[src/rtl/core/ippp_pkg.sv]
package ippp_pkg;

    // Field widths of the stream items and configuration registers.
    localparam int SAMPLE_W = 12;
    localparam int POS_W    = 16;
    localparam int ERR_W    = 17;
    localparam int PW_W     = 10;
    localparam int GAIN_W   = 32;
    localparam int BIAS_W   = 16;
    localparam int CFG_IDX_W = 3;

    // Datapath widths: one shared signed multiplier and the accumulator.
    localparam int DIST_W     = 9;
    localparam int RECIP_W    = 28;
    localparam int MUL_A_W    = 33;
    localparam int MUL_B_W    = 18;
    localparam int MUL_P_W    = 51;
    localparam int ACC_W      = 52;
    localparam int ACC_SPLIT  = 26;
    localparam int LO_PROD_W  = 37;
    localparam int PROD_W     = 62;
    localparam int POS_SHIFT  = 19;

    // Register indexes of the configuration port.
    localparam logic [CFG_IDX_W-1:0] REG_PROP_GAIN  = 3'd0;
    localparam logic [CFG_IDX_W-1:0] REG_DERIV_GAIN = 3'd1;
    localparam logic [CFG_IDX_W-1:0] REG_INTEG_GAIN = 3'd2;
    localparam logic [CFG_IDX_W-1:0] REG_DUTY_BIAS  = 3'd3;
    localparam logic [CFG_IDX_W-1:0] REG_MAX_PULSE  = 3'd4;

    // Register reset values.
    localparam logic [GAIN_W-1:0] PROP_GAIN_RST  = 32'd52429;
    localparam logic [GAIN_W-1:0] DERIV_GAIN_RST = 32'd26;
    localparam logic [GAIN_W-1:0] INTEG_GAIN_RST = 32'd0;
    localparam logic [BIAS_W-1:0] DUTY_BIAS_RST  = 16'd22938;
    localparam logic [PW_W-1:0]   MAX_PULSE_RST  = 10'd900;

    // Sensor linearization breakpoints.
    localparam logic [SAMPLE_W-1:0] SAMPLE_ZERO_ABOVE = 12'd2000;
    localparam logic [SAMPLE_W-1:0] SAMPLE_ONE_BELOW  = 12'd1500;
    localparam logic [SAMPLE_W-1:0] SAMPLE_KNEE       = 12'd1950;
    localparam logic [POS_W-1:0]    POS_ONE           = 16'd32768;

    // Position is d * 2^15 / span with d = 2000 - sample. With
    // recip = ceil(2^34 / span) this equals (d * recip) >> 19 exactly for d <= 500.
    localparam logic [RECIP_W-1:0] RECIP_NEAR = 28'd171798692; // span of 100
    localparam logic [RECIP_W-1:0] RECIP_FAR  = 28'd34359739;  // span of 500

    typedef logic [3:0] t_step;

    localparam t_step STEP_IDLE  = 4'd0;
    localparam t_step STEP_LIN   = 4'd1;
    localparam t_step STEP_POS   = 4'd2;
    localparam t_step STEP_MULP  = 4'd3;
    localparam t_step STEP_MULD  = 4'd4;
    localparam t_step STEP_MULI  = 4'd5;
    localparam t_step STEP_SUMI  = 4'd6;
    localparam t_step STEP_SCLO  = 4'd7;
    localparam t_step STEP_SCHI  = 4'd8;
    localparam t_step STEP_FIN   = 4'd9;

    typedef enum logic [2:0] {
        MA_RECIP,
        MA_KP,
        MA_KD,
        MA_KI,
        MA_ACC_LO,
        MA_ACC_HI
    } t_mul_a;

    typedef enum logic [2:0] {
        MB_DIST,
        MB_ERR,
        MB_DIFF,
        MB_SUM,
        MB_MPW
    } t_mul_b;

    typedef enum logic [1:0] {
        ACC_HOLD,
        ACC_BIAS_P,
        ACC_ADD_P
    } t_acc_op;

    typedef enum logic [1:0] {
        COND_NEXT,
        COND_NO_IN,
        COND_OUT_FULL,
        COND_ALWAYS
    } t_cond;

    // One control word of the sequencer program.
    typedef struct packed {
        logic    idle;
        t_mul_a  a_sel;
        t_mul_b  b_sel;
        t_acc_op acc_op;
        logic    ld_pos;
        logic    ld_lo;
        logic    fin;
        logic    last;
        t_cond   cond;
        t_step   target;
    } t_uword;

    // Datapath controls issued by the sequencer each cycle.
    typedef struct packed {
        t_mul_a  a_sel;
        t_mul_b  b_sel;
        t_acc_op acc_op;
        logic    ld_in;
        logic    ld_pos;
        logic    ld_lo;
        logic    wr_out;
    } t_ctrl;

    typedef struct packed {
        logic [GAIN_W-1:0] prop_gain;
        logic [GAIN_W-1:0] deriv_gain;
        logic [GAIN_W-1:0] integ_gain;
        logic [BIAS_W-1:0] duty_bias;
        logic [PW_W-1:0]   max_pulse_width;
    } t_cfg;

    typedef struct packed {
        logic                    clamped;
        logic signed [ERR_W-1:0] error_value;
        logic [POS_W-1:0]        position_norm;
        logic [PW_W-1:0]         pulse_width;
    } t_result;

    localparam t_uword UW_NOP = '{
        idle:   1'b0,
        a_sel:  MA_KP,
        b_sel:  MB_ERR,
        acc_op: ACC_HOLD,
        ld_pos: 1'b0,
        ld_lo:  1'b0,
        fin:    1'b0,
        last:   1'b0,
        cond:   COND_NEXT,
        target: STEP_IDLE
    };

    // Control program: linearize, three gain products, then scale by the
    // pulse width limit in two halves of the accumulator.
    function automatic t_uword ucode_rom(input t_step step);
        t_uword w;
        w = UW_NOP;
        case (step)
            STEP_IDLE: begin
                w.idle   = 1'b1;
                w.cond   = COND_NO_IN;
                w.target = STEP_IDLE;
            end
            STEP_LIN: begin
                w.a_sel = MA_RECIP;
                w.b_sel = MB_DIST;
            end
            STEP_POS: begin
                w.ld_pos = 1'b1;
            end
            STEP_MULP: begin
                w.a_sel = MA_KP;
                w.b_sel = MB_ERR;
            end
            STEP_MULD: begin
                w.a_sel  = MA_KD;
                w.b_sel  = MB_DIFF;
                w.acc_op = ACC_BIAS_P;
            end
            STEP_MULI: begin
                w.a_sel  = MA_KI;
                w.b_sel  = MB_SUM;
                w.acc_op = ACC_ADD_P;
            end
            STEP_SUMI: begin
                w.acc_op = ACC_ADD_P;
            end
            STEP_SCLO: begin
                w.a_sel = MA_ACC_LO;
                w.b_sel = MB_MPW;
            end
            STEP_SCHI: begin
                w.a_sel = MA_ACC_HI;
                w.b_sel = MB_MPW;
                w.ld_lo = 1'b1;
            end
            STEP_FIN: begin
                // Keep the upper scaled product in place while the result waits.
                w.a_sel  = MA_ACC_HI;
                w.b_sel  = MB_MPW;
                w.fin    = 1'b1;
                w.last   = 1'b1;
                w.cond   = COND_OUT_FULL;
                w.target = STEP_FIN;
            end
            default: begin
                w.cond   = COND_ALWAYS;
                w.target = STEP_IDLE;
            end
        endcase
        return w;
    endfunction

endpackage

[src/rtl/core/ippp_seq.sv]
module ippp_seq
    import ippp_pkg::*;
(
    input  logic  i_clk,
    input  logic  i_rst_n,
    input  logic  i_in_valid,
    input  logic  i_out_full,
    output logic  o_in_ready,
    output t_ctrl o_ctrl
);

    t_step  r_step;
    t_step  n_step;
    t_uword w_word;
    logic   w_jump;

    // Fetch the control word of the current step.
    assign w_word = ucode_rom(r_step);

    // Evaluate the jump condition and pick the next step.
    always_comb begin
        case (w_word.cond)
            COND_NEXT:     w_jump = 1'b0;
            COND_NO_IN:    w_jump = !i_in_valid;
            COND_OUT_FULL: w_jump = i_out_full;
            COND_ALWAYS:   w_jump = 1'b1;
            default:       w_jump = 1'b1;
        endcase
        if (w_jump) begin
            n_step = w_word.target;
        end else if (w_word.last) begin
            n_step = STEP_IDLE;
        end else begin
            n_step = r_step + 4'd1;
        end
    end

    always_ff @(posedge i_clk) begin
        if (!i_rst_n) begin
            r_step <= STEP_IDLE;
        end else begin
            r_step <= n_step;
        end
    end

    // Decode the word into datapath controls.
    always_comb begin
        o_in_ready    = w_word.idle;
        o_ctrl.a_sel  = w_word.a_sel;
        o_ctrl.b_sel  = w_word.b_sel;
        o_ctrl.acc_op = w_word.acc_op;
        o_ctrl.ld_in  = w_word.idle && i_in_valid;
        o_ctrl.ld_pos = w_word.ld_pos;
        o_ctrl.ld_lo  = w_word.ld_lo;
        o_ctrl.wr_out = w_word.fin && !i_out_full;
    end

endmodule

[src/rtl/core/ippp_datapath.sv]
module ippp_datapath
    import ippp_pkg::*;
(
    input  logic                i_clk,
    input  logic                i_rst_n,
    input  t_ctrl               i_ctrl,
    input  t_cfg                i_cfg,
    input  logic [SAMPLE_W-1:0] i_ir_sample,
    input  logic [POS_W-1:0]    i_setpoint,
    output t_result             o_result
);

    logic [SAMPLE_W-1:0]      r_sample;
    logic [POS_W-1:0]         r_setpoint;
    logic signed [MUL_P_W-1:0] r_prod;
    logic [POS_W-1:0]         r_pos;
    logic signed [ERR_W-1:0]  r_err;
    logic signed [ERR_W-1:0]  r_prev;
    logic signed [MUL_B_W-1:0] r_diff;
    logic signed [MUL_B_W-1:0] r_sum;
    logic signed [ACC_W-1:0]  r_acc;
    logic [LO_PROD_W-1:0]     r_lo_prod;

    logic [SAMPLE_W-1:0]       w_dist_full;
    logic [DIST_W-1:0]         w_dist;
    logic [RECIP_W-1:0]        w_recip;
    logic signed [MUL_A_W-1:0] w_mul_a;
    logic signed [MUL_B_W-1:0] w_mul_b;
    logic signed [MUL_P_W-1:0] w_mul_p;
    logic [POS_W-1:0]          w_pos;
    logic signed [ERR_W-1:0]   w_err;
    logic signed [ACC_W-1:0]   w_prod_ext;
    logic signed [ACC_W-1:0]   w_bias_ext;
    logic signed [PROD_W-1:0]  w_scaled;
    logic                      w_neg_clamp;
    logic                      w_pos_clamp;
    logic [PROD_W-33:0]        w_quot;

    // Distance below the upper breakpoint and the reciprocal of its segment.
    assign w_dist_full = SAMPLE_ZERO_ABOVE - r_sample;
    assign w_dist      = w_dist_full[DIST_W-1:0];
    assign w_recip     = (r_sample > SAMPLE_KNEE) ? RECIP_NEAR : RECIP_FAR;

    // Operand selection for the shared multiplier.
    always_comb begin
        case (i_ctrl.a_sel)
            MA_RECIP:  w_mul_a = $signed({5'b0, w_recip});
            MA_KP:     w_mul_a = $signed({i_cfg.prop_gain[GAIN_W-1], i_cfg.prop_gain});
            MA_KD:     w_mul_a = $signed({i_cfg.deriv_gain[GAIN_W-1], i_cfg.deriv_gain});
            MA_KI:     w_mul_a = $signed({i_cfg.integ_gain[GAIN_W-1], i_cfg.integ_gain});
            MA_ACC_LO: w_mul_a = $signed({7'b0, r_acc[ACC_SPLIT-1:0]});
            MA_ACC_HI: w_mul_a = $signed({{7{r_acc[ACC_W-1]}}, r_acc[ACC_W-1:ACC_SPLIT]});
            default:   w_mul_a = '0;
        endcase
        case (i_ctrl.b_sel)
            MB_DIST: w_mul_b = $signed({9'b0, w_dist});
            MB_ERR:  w_mul_b = $signed({r_err[ERR_W-1], r_err});
            MB_DIFF: w_mul_b = r_diff;
            MB_SUM:  w_mul_b = r_sum;
            MB_MPW:  w_mul_b = $signed({8'b0, i_cfg.max_pulse_width});
            default: w_mul_b = '0;
        endcase
    end

    assign w_mul_p = w_mul_a * w_mul_b;

    // Piecewise position and the control error.
    always_comb begin
        if (r_sample > SAMPLE_ZERO_ABOVE) begin
            w_pos = '0;
        end else if (r_sample < SAMPLE_ONE_BELOW) begin
            w_pos = POS_ONE;
        end else begin
            w_pos = r_prod[POS_SHIFT+POS_W-1:POS_SHIFT];
        end
        w_err = $signed({1'b0, r_setpoint}) - $signed({1'b0, w_pos});
    end

    // Accumulator operands.
    assign w_prod_ext = $signed({{(ACC_W-MUL_P_W){r_prod[MUL_P_W-1]}}, r_prod});
    assign w_bias_ext = $signed({20'b0, i_cfg.duty_bias, 16'b0});

    always_ff @(posedge i_clk) begin
        if (!i_rst_n) begin
            r_prev <= '0;
        end else if (i_ctrl.ld_pos) begin
            r_prev <= w_err;
        end
    end

    // Datapath registers without reset.
    always_ff @(posedge i_clk) begin
        r_prod <= w_mul_p;
        if (i_ctrl.ld_in) begin
            r_sample   <= i_ir_sample;
            r_setpoint <= i_setpoint;
        end
        if (i_ctrl.ld_pos) begin
            r_pos  <= w_pos;
            r_err  <= w_err;
            r_diff <= $signed({w_err[ERR_W-1], w_err}) - $signed({r_prev[ERR_W-1], r_prev});
            r_sum  <= $signed({w_err[ERR_W-1], w_err}) + $signed({r_prev[ERR_W-1], r_prev});
        end
        case (i_ctrl.acc_op)
            ACC_BIAS_P: r_acc <= w_bias_ext + w_prod_ext;
            ACC_ADD_P:  r_acc <= r_acc + w_prod_ext;
            default:    r_acc <= r_acc;
        endcase
        if (i_ctrl.ld_lo) begin
            r_lo_prod <= r_prod[LO_PROD_W-1:0];
        end
    end

    // Join the two scaled halves; the upper half product fits in 36 bits.
    assign w_scaled = $signed({r_prod[35:0], 26'b0}) + $signed({25'b0, r_lo_prod});

    // Truncate toward zero and clamp to the pulse width limit. A negative
    // value clamps once its magnitude reaches one whole count.
    assign w_quot      = w_scaled[PROD_W-2:31];
    assign w_neg_clamp = w_scaled[PROD_W-1] &&
                         !((&w_scaled[PROD_W-1:31]) && (|w_scaled[30:0]));
    assign w_pos_clamp = !w_scaled[PROD_W-1] && (w_quot > {20'b0, i_cfg.max_pulse_width});

    always_comb begin
        o_result.position_norm = r_pos;
        o_result.error_value   = r_err;
        o_result.clamped       = w_neg_clamp || w_pos_clamp;
        if (w_scaled[PROD_W-1]) begin
            o_result.pulse_width = '0;
        end else if (w_pos_clamp) begin
            o_result.pulse_width = i_cfg.max_pulse_width;
        end else begin
            o_result.pulse_width = w_quot[PW_W-1:0];
        end
    end

endmodule

[src/rtl/core/ir_position_pid_pwm.sv]
// A result is registered in the output slot once the ten-step control program
// has run linearization, three gain products and a two-part scaling through
// one shared 33x18 multiplier; a new item is taken only after the result of
// the last one has been written to the output slot.
// Reset (synchronous, active low) restores register defaults, clears the
// previous error, returns the sequencer to idle and empties the output.
module ir_position_pid_pwm
    import ippp_pkg::*;
(
    input  logic                 i_clk,
    input  logic                 i_rst_n,
    // Configuration write port.
    input  logic                 i_cfg_wr_en,
    input  logic [CFG_IDX_W-1:0] i_cfg_index,
    input  logic [GAIN_W-1:0]    i_cfg_data,
    // Input items.
    input  logic                 s_axis_tvalid,
    output logic                 s_axis_tready,
    input  logic [31:0]          s_axis_tdata,  // ir_sample[11:0], setpoint[27:12]
    // Result items.
    output logic                 m_axis_tvalid,
    input  logic                 m_axis_tready,
    output logic [47:0]          m_axis_tdata   // pulse_width[9:0], position_norm[25:10],
                                                // error_value[42:26], clamped[43]
);

    t_cfg    r_cfg;
    logic    r_out_valid;
    t_result r_out;
    t_ctrl   w_ctrl;
    t_result w_result;
    logic    w_out_full;

    // Configuration registers.
    always_ff @(posedge i_clk) begin
        if (!i_rst_n) begin
            r_cfg.prop_gain       <= PROP_GAIN_RST;
            r_cfg.deriv_gain      <= DERIV_GAIN_RST;
            r_cfg.integ_gain      <= INTEG_GAIN_RST;
            r_cfg.duty_bias       <= DUTY_BIAS_RST;
            r_cfg.max_pulse_width <= MAX_PULSE_RST;
        end else if (i_cfg_wr_en) begin
            case (i_cfg_index)
                REG_PROP_GAIN:  r_cfg.prop_gain       <= i_cfg_data;
                REG_DERIV_GAIN: r_cfg.deriv_gain      <= i_cfg_data;
                REG_INTEG_GAIN: r_cfg.integ_gain      <= i_cfg_data;
                REG_DUTY_BIAS:  r_cfg.duty_bias       <= i_cfg_data[BIAS_W-1:0];
                REG_MAX_PULSE:  r_cfg.max_pulse_width <= i_cfg_data[PW_W-1:0];
                default:        r_cfg                 <= r_cfg;
            endcase
        end
    end

    // The output slot is full unless its item leaves in this cycle.
    assign w_out_full = r_out_valid && !m_axis_tready;

    ippp_seq u_seq (
        .i_clk      (i_clk),
        .i_rst_n    (i_rst_n),
        .i_in_valid (s_axis_tvalid),
        .i_out_full (w_out_full),
        .o_in_ready (s_axis_tready),
        .o_ctrl     (w_ctrl)
    );

    ippp_datapath u_datapath (
        .i_clk       (i_clk),
        .i_rst_n     (i_rst_n),
        .i_ctrl      (w_ctrl),
        .i_cfg       (r_cfg),
        .i_ir_sample (s_axis_tdata[11:0]),
        .i_setpoint  (s_axis_tdata[27:12]),
        .o_result    (w_result)
    );

    // Output register.
    always_ff @(posedge i_clk) begin
        if (!i_rst_n) begin
            r_out_valid <= 1'b0;
        end else if (w_ctrl.wr_out) begin
            r_out_valid <= 1'b1;
        end else if (m_axis_tready) begin
            r_out_valid <= 1'b0;
        end
    end

    always_ff @(posedge i_clk) begin
        if (w_ctrl.wr_out) begin
            r_out <= w_result;
        end
    end

    assign m_axis_tvalid = r_out_valid;
    assign m_axis_tdata  = {4'b0, r_out.clamped, r_out.error_value,
                            r_out.position_norm, r_out.pulse_width};

    // The sequencer leaves idle right after taking an item.
    a_one_item: assert property (@(posedge i_clk) disable iff (!i_rst_n)
        (s_axis_tvalid && s_axis_tready) |=> !s_axis_tready)
        else $error("input ready stayed high after an item was accepted");

    // A finished result never overwrites one that is still waiting.
    a_no_overwrite: assert property (@(posedge i_clk) disable iff (!i_rst_n)
        w_ctrl.wr_out |-> !w_out_full)
        else $error("result written into a full output slot");

    // A new result is only written while the sequencer is off idle.
    a_fin_not_idle: assert property (@(posedge i_clk) disable iff (!i_rst_n)
        w_ctrl.wr_out |-> !s_axis_tready)
        else $error("result written while the sequencer is idle");

    // The linearized position never exceeds one.
    a_pos_range: assert property (@(posedge i_clk) disable iff (!i_rst_n)
        m_axis_tvalid |-> (r_out.position_norm <= POS_ONE))
        else $error("position out of range");

endmodule

[config.mk]
export PLATFORM = sky130hd
export DESIGN_NAME = ir_position_pid_pwm
export DESIGN_NICKNAME = d
export VERILOG_FILES = /design/src/rtl/core/ippp_pkg.sv /design/src/rtl/core/ippp_seq.sv /design/src/rtl/core/ippp_datapath.sv /design/src/rtl/core/ir_position_pid_pwm.sv
export SDC_FILE = /design/constraint.sdc
export NUM_CORES = 2
export LEC_CHECK = 0
export BUFFER_PORTS_ARGS = -buffer_cell sky130_fd_sc_hd__clkbuf_2
export CAP_MARGIN = 20
export CORE_MARGIN = 2
export CORE_UTILIZATION = 55
export DETAILED_ROUTE_END_ITERATION = 8
export PLACE_DENSITY = 0.72
export SYNTH_ARGS = -nofsm -noshare
export SYNTH_HDL_FRONTEND = slang
export SYNTH_SLANG_ARGS = --single-unit
[constraint.sdc]
create_clock -name i_clk -period 10.7 [get_ports i_clk]
set_input_delay 1.07 -clock i_clk [delete_from_list [all_inputs] [get_ports i_clk]]
set_output_delay 1.07 -clock i_clk [all_outputs]
set_load 0.01 [all_outputs]
# ---- Word-level counts from Yosys, hierarchy flattened
# Index checks and enable logic that the tools add are counted.
# Widths: inputs -> output; s select.
dict set report totals {
  regBits 425
  latch_bits 0
  ram_bits 0
  mem_bits_ro 0
  input_bits 72
  wordCells 109
  memories 0
}
dict set report op_classes {
  n_addsub 8
  multipliers 1
  div 0
  n_lt_le_gt_ge 4
  eq_ne 27
  shifts 0
  muxes 19
  bitwise 0
  n_reduce_logical 29
}
# op count
set op_table {}
lappend op_table {{$pmux 33 s6} 1}
lappend op_table {{$pmux 52 s2} 1}
lappend op_table {{$pmux 18 s5} 1}
lappend op_table {{$add 62x38->62} 1}
lappend op_table {{$add 33x51->52} 1}
lappend op_table {{$add 52x51->52} 1}
lappend op_table {{$mul 33x18->51} 1}
lappend op_table {{$mux 16} 2}
lappend op_table {{$reduce_and 31->1} 1}
lappend op_table {{$reduce_or 31->1} 1}
lappend op_table {{$gt 30x10->1} 1}
lappend op_table {{$pmux 6 s5} 1}
lappend op_table {{$mux 28} 1}
lappend op_table {{$gt 12x11->1 const B} 2}
lappend op_table {{$add 17x17->18} 1}
lappend op_table {{$eq 3x2->1 const B} 6}
lappend op_table {{$pmux 6 s3} 1}
lappend op_table {{$sub 17x17->18} 1}
lappend op_table {{$sub 16x16->17} 1}
lappend op_table {{$eq 4x3->1 const B} 4}
lappend op_table {{$eq 3x3->1 const B} 4}
lappend op_table {{$lt 12x11->1 const B} 1}
lappend op_table {{$mux 10} 1}
lappend op_table {{$reduce_and 2->1} 5}
lappend op_table {{other kinds (22)} 47}

# ---- Logic depth before layout (Yosys ltp)
dict set report logic_depth {
  depth_word 6
  ltp_mapped 36
  ltp_nobuf 32
}

# ---- Modules after synthesis
# From an unflattened synthesis, not the netlist that was laid out.
dict set report unflattened {
  cells_unflattened 4779
  hier_area_um2 44027.2
}
# mod instances cells_per_inst area_per_inst_um2 seq_area_each_um2
set modules_own_cells {}
lappend modules_own_cells {ippp_datapath 1 4226 37548.5 6916.6}
lappend modules_own_cells {ir_position_pid_pwm 1 502 6065.8 3783.6}
lappend modules_own_cells {ippp_seq 1 51 412.9 80.1}

# ---- Worst setup path before layout
# No wires, ideal clock.
dict set report synth_timing {
  kind {register to register}
  start {reg u_seq.r_step[0]}
  end {reg u_datapath.r_prod[42]}
  setup_time_ns 0.121
  t_arrival_ns 8.291
  required_ns 10.579
  slack_ns 2.288
  stages_incl_launch_ff 32
  n_path_buf 4
  synth_period_minus_slack_ns 8.412
  cell_sequence {dfxtp_1 -> inv_1 -> ha_1 -> and2_1 -> nand2b_1 -> clkbuf_1 -> or2_1 -> buf_2 -> a221oi_1 -> clkbuf_1 -> nor2_1 -> fa_1 -> inv_1 -> fa_1 -> fa_1 -> inv_1 -> fa_1 -> fa_1 -> inv_1 -> fa_1 -> inv_1 -> ha_1 -> clkbuf_1 -> nand4_1 -> and3b_1 -> o21ai_1 -> nor3b_2 -> nor4b_1 -> nor3_1 -> o31ai_1 -> o21ai_1 -> xnor2_1}
}
dict set report synth_via {
  elab_chain_cells 6
}
# item line
set synth_rtl {}
lappend synth_rtl {{from (decl)} ippp_seq.sv:12} ;# t_step r_step;
lappend synth_rtl {{from (signal assigned)} ippp_seq.sv:42} ;# r_step <= n_step;
lappend synth_rtl {{$eq 4x4->1} ippp_pkg.sv:150} ;# case (step)
lappend synth_rtl {{$reduce_or 2->1 (no line)} -}
lappend synth_rtl {{$pmux 6 s5 (*)} ippp_pkg.sv:150}
lappend synth_rtl {{$eq 3x3->1, or another cell as far along} ippp_datapath.sv:46} ;# case (i_ctrl.a_sel)
lappend synth_rtl {{$pmux 33 s6 / $pmux 18 s5 (equally long branches)} {ippp_datapath.sv:46, ippp_datapath.sv:55}}
lappend synth_rtl {{$mul 33x18->51 (*)} ippp_datapath.sv:65} ;# assign w_mul_p = w_mul_a * w_mul_b;
lappend synth_rtl {{named net u_datapath.w_mul_p[42]} ippp_datapath.sv:29} ;# logic signed [MUL_P_W-1:0] w_mul_p;
lappend synth_rtl {{to (signal assigned)} ippp_datapath.sv:93} ;# r_prod <= w_mul_p;
lappend synth_rtl {{to (decl)} ippp_datapath.sv:15} ;# logic signed [MUL_P_W-1:0] r_prod;
# The timed path passes the listed nets; every way through them passes the cells marked *.
# A chain may end at the register's enable or synchronous reset.

# ---- Worst setup path after layout
dict set report layout_timing {
  start {reg u_seq.r_step[1]}
  end {reg u_datapath.r_prod[48]}
}
# The elaborated chain is that of the path after synthesis.

==> flow_summary.json <==
{
  "drtIter0Drc": 2995,
  "cts-hold-fix-buffers": 0,
  "grt_start_max_net_pins": 82,
  "synth_top_cell_by_area": "fa_1",
  "netlist_instances": 4773,
  "period_needed_ns": 9.57,
  "vias_per_cell": 5.80,
  "antenna_cells": 0,
  "wl_met3_um": 11400,
  "wl_met1_um": 51700,
  "initial_utilization_pct": 55.3,
  "grt_pass1_wl_um": 197000,
  "synth_edf_count": 229,
  "fin_nets": 5718,
  "io_pins": 122,
  "clock_path_buffers": 3,
  "core_area_sq_um": 78600,
  "hp-class": "reg2reg",
  "path_class": "reg2reg",
  "slew_headroom_pct": 8.16,
  "post_cts_buffers": 0,
  "drive_gt1_share_pct": 6.94,
  "synth_ff_type": "edfxtp_1",
  "final.period_utilization_pct": 89.4,
  "dr.pass1.iters": 6,
  "synth-async-reset-ratio_pct": 0,
  "die_height_um": 285,
  "dr.max_layer_used": "met5",
  "final_max_slew_viol_count": 0,
  "drv_cap": 0,
  "cts_tree": "done",
  "critPathSlowestCell": "and3_1",
  "tightest_slew_ns": 1.38,
  "cp-start-kind": "flop",
  "grtUsageTotal_pct": 31.7,
  "ctsRootBufferMaster": "clkbuf_16",
  "synth-warning-count": 0,
  "synth_common_cells": "769 x inv_1, 758 x nand2_1, 564 x fa_1",
  "setup_violations": 0,
  "yosysUniqueCellTypes": 99,
  "yosys.area.top_type_share_pct": 26.0,
  "drtAntennaViolNets": 0,
  "die_area_sq_um": 81300,
  "skew_ns": 0.0335,
  "hold_viol_final": 0,
  "drc": 0,
  "via_count": 34300,
  "clkSinkCount": 424,
  "grt_pass1_vias": 34100,
  "nFillCells": 6893,
  "die_w_um": 285,
  "status": "completed",
  "cp.required_ns": 11.19,
  "place_congestion": 0.965,
  "synthesis.area_sq_um": 43500,
  "cts_made_buffers": 46,
  "overflow": 0,
  "rr_startpoint": "u_seq.r_step[1]$_SDFF_PP0_",
  "dr_wl_met2_um": 58500,
  "areaGrowthSynthToFinish_pct": 7.74,
  "cp_max_fo": 19,
  "clk_pin_slew_worst_paths_ns": 0.07,
  "portBuffers": 113,
  "ys_seq_area_share_pct": 24.8,
  "rows": 103,
  "cp-end-kind": "flop",
  "wl_per_cell_um": 21.5,
  "clk-insertion-delay-late_ns": 0.61,
  "antenna_found_initial": 5,
  "crit_path_max_incr_delay_ns": 0.70,
  "syn_avg_cell_area_sq_um": 9.11,
  "post_cts_resize_count": 0,
  "cpMostUsedCell": "fa_1",
  "fmax_mhz": 104,
  "critical_path_arrival_ns": 10.06,
  "synth-seq-cells": 424,
  "rsz0062_at_grt": "no",
  "synth_area_leaders": "fa_1 26%, edfxtp_1 16%, dfxtp_1 9.0%",
  "cp-startpoint": "u_seq.r_step[1]$_SDFF_PP0_",
  "htree_levels": 2,
  "drt_wl_total_um": 127000,
  "synth.most_common_cell": "inv_1",
  "hp-start": "u_datapath.r_pos[8]$_DFFE_PP_",
  "setup_tns_ns": 0,
  "place_hpwl_um": 98600
}
## critical path, delay by kind of cell, from the launching register on
family / cells / cell delay (ns)
DFF: 1 / 0.34
and+or+nand+nor: 7 / 2.04
adders and majority gates: 8 / 3.87
buffers and inverters: 7 / 0.89
xor gates and xnor gates: 1 / 0.16
AOI/OAI and AO/OA: 8 / 2.14
## cells by family after synthesis
group | share of synthesized area, %
AND/OR/NAND/NOR | 15.4
buffers and inverters | 8.64
adder cells (fa/ha/maj) | 33.6
AO/OA/AOI/OAI | 12.9
flip-flops | 24.8
XOR/XNOR | 3.77
multiplexers | 0.841
other | 0.00863
## stage by stage
step	instances	instance area, sq um	hold slack [ns]	util [%]	setup slack, ns
after global placement	5818	45300	0.409	57.6	1.34
after CTS	5904	46800	0.420	59.6	1.32
after floorplan	4776	43500	0.400	-	2.29
after global routing	5904	46800	0.425	59.6	0.819
after detailed placement	5818	45300	0.406	57.6	1.39
final	5904	46800	0.421	59.6	1.13
## area by class of cell
cell class / count / area (sq um) / area share, %
Multi-Input combinational cell: 3370 / 29000 / 62.0
Sequential cell: 424 / 10800 / 23.0
Inverter: 771 / 2900 / 6.18
Tap cell: 1050 / 1310 / 2.81
Clock buffer: 64 / 1260 / 2.70
Timing Repair Buffer: 203 / 1240 / 2.66
Clock inverter: 22 / 315 / 0.673
## final timing paths
kind	to	slack (ns)	depth (start not counted)
min	m_axis_tdata[18]$_DFFE_PP_	0.42	0
max reg2reg	u_datapath.r_prod[48]$_DFF_P_	1.13	31
max	u_datapath.r_prod[48]$_DFF_P_	1.13	31
min reg2reg	m_axis_tdata[18]$_DFFE_PP_	0.42	0
## routing by layer
layer	vias up	track usage, %
met4	6	12.1
li1	15500	-
met1	17200	42.4
met2	1313	50.6
met5	-	0
met3	257	6.88
## flip-flops by register name, summed over array words and instances (netlist names)
register / cells
u_datapath.r_sum: 18
u_datapath.r_err: 17
u_datapath.r_diff: 17
u_datapath.r_lo_prod: 37
u_datapath.r_setpoint: 16
u_seq.r_step: 4
m_axis_tvalid: 1
u_datapath.r_pos: 16
u_datapath.r_sample: 12
u_datapath.r_acc: 52
m_axis_tdata: 44
u_datapath.r_prod: 51
u_datapath.r_prev: 17
r_cfg: 122
## cell usage in the layout, fill, tap and decap left out, types with 34 or more instances in the layout
cell / netlist / final
nand3_1: 54 / 54
a21o_1: 101 / 101
xor2_1: 71 / 71
edfxtp_1: 229 / 229
a21oi_1: 152 / 152
o21ai_0: 98 / 98
clkbuf_2: 0 / 112
ha_1: 266 / 265
fa_1: 564 / 564
a211oi_1: 35 / 34
nor2_1: 399 / 397
buf_4: 5 / 91
clkbuf_16: 0 / 47
dfxtp_1: 195 / 195
inv_1: 769 / 768
a21boi_0: 116 / 116
xnor2_1: 116 / 116
nand2_1: 758 / 757
nand2b_1: 48 / 48
Power is not shown: default switching activity piles up to over one toggle a cycle in this logic, so the estimate is an artifact.
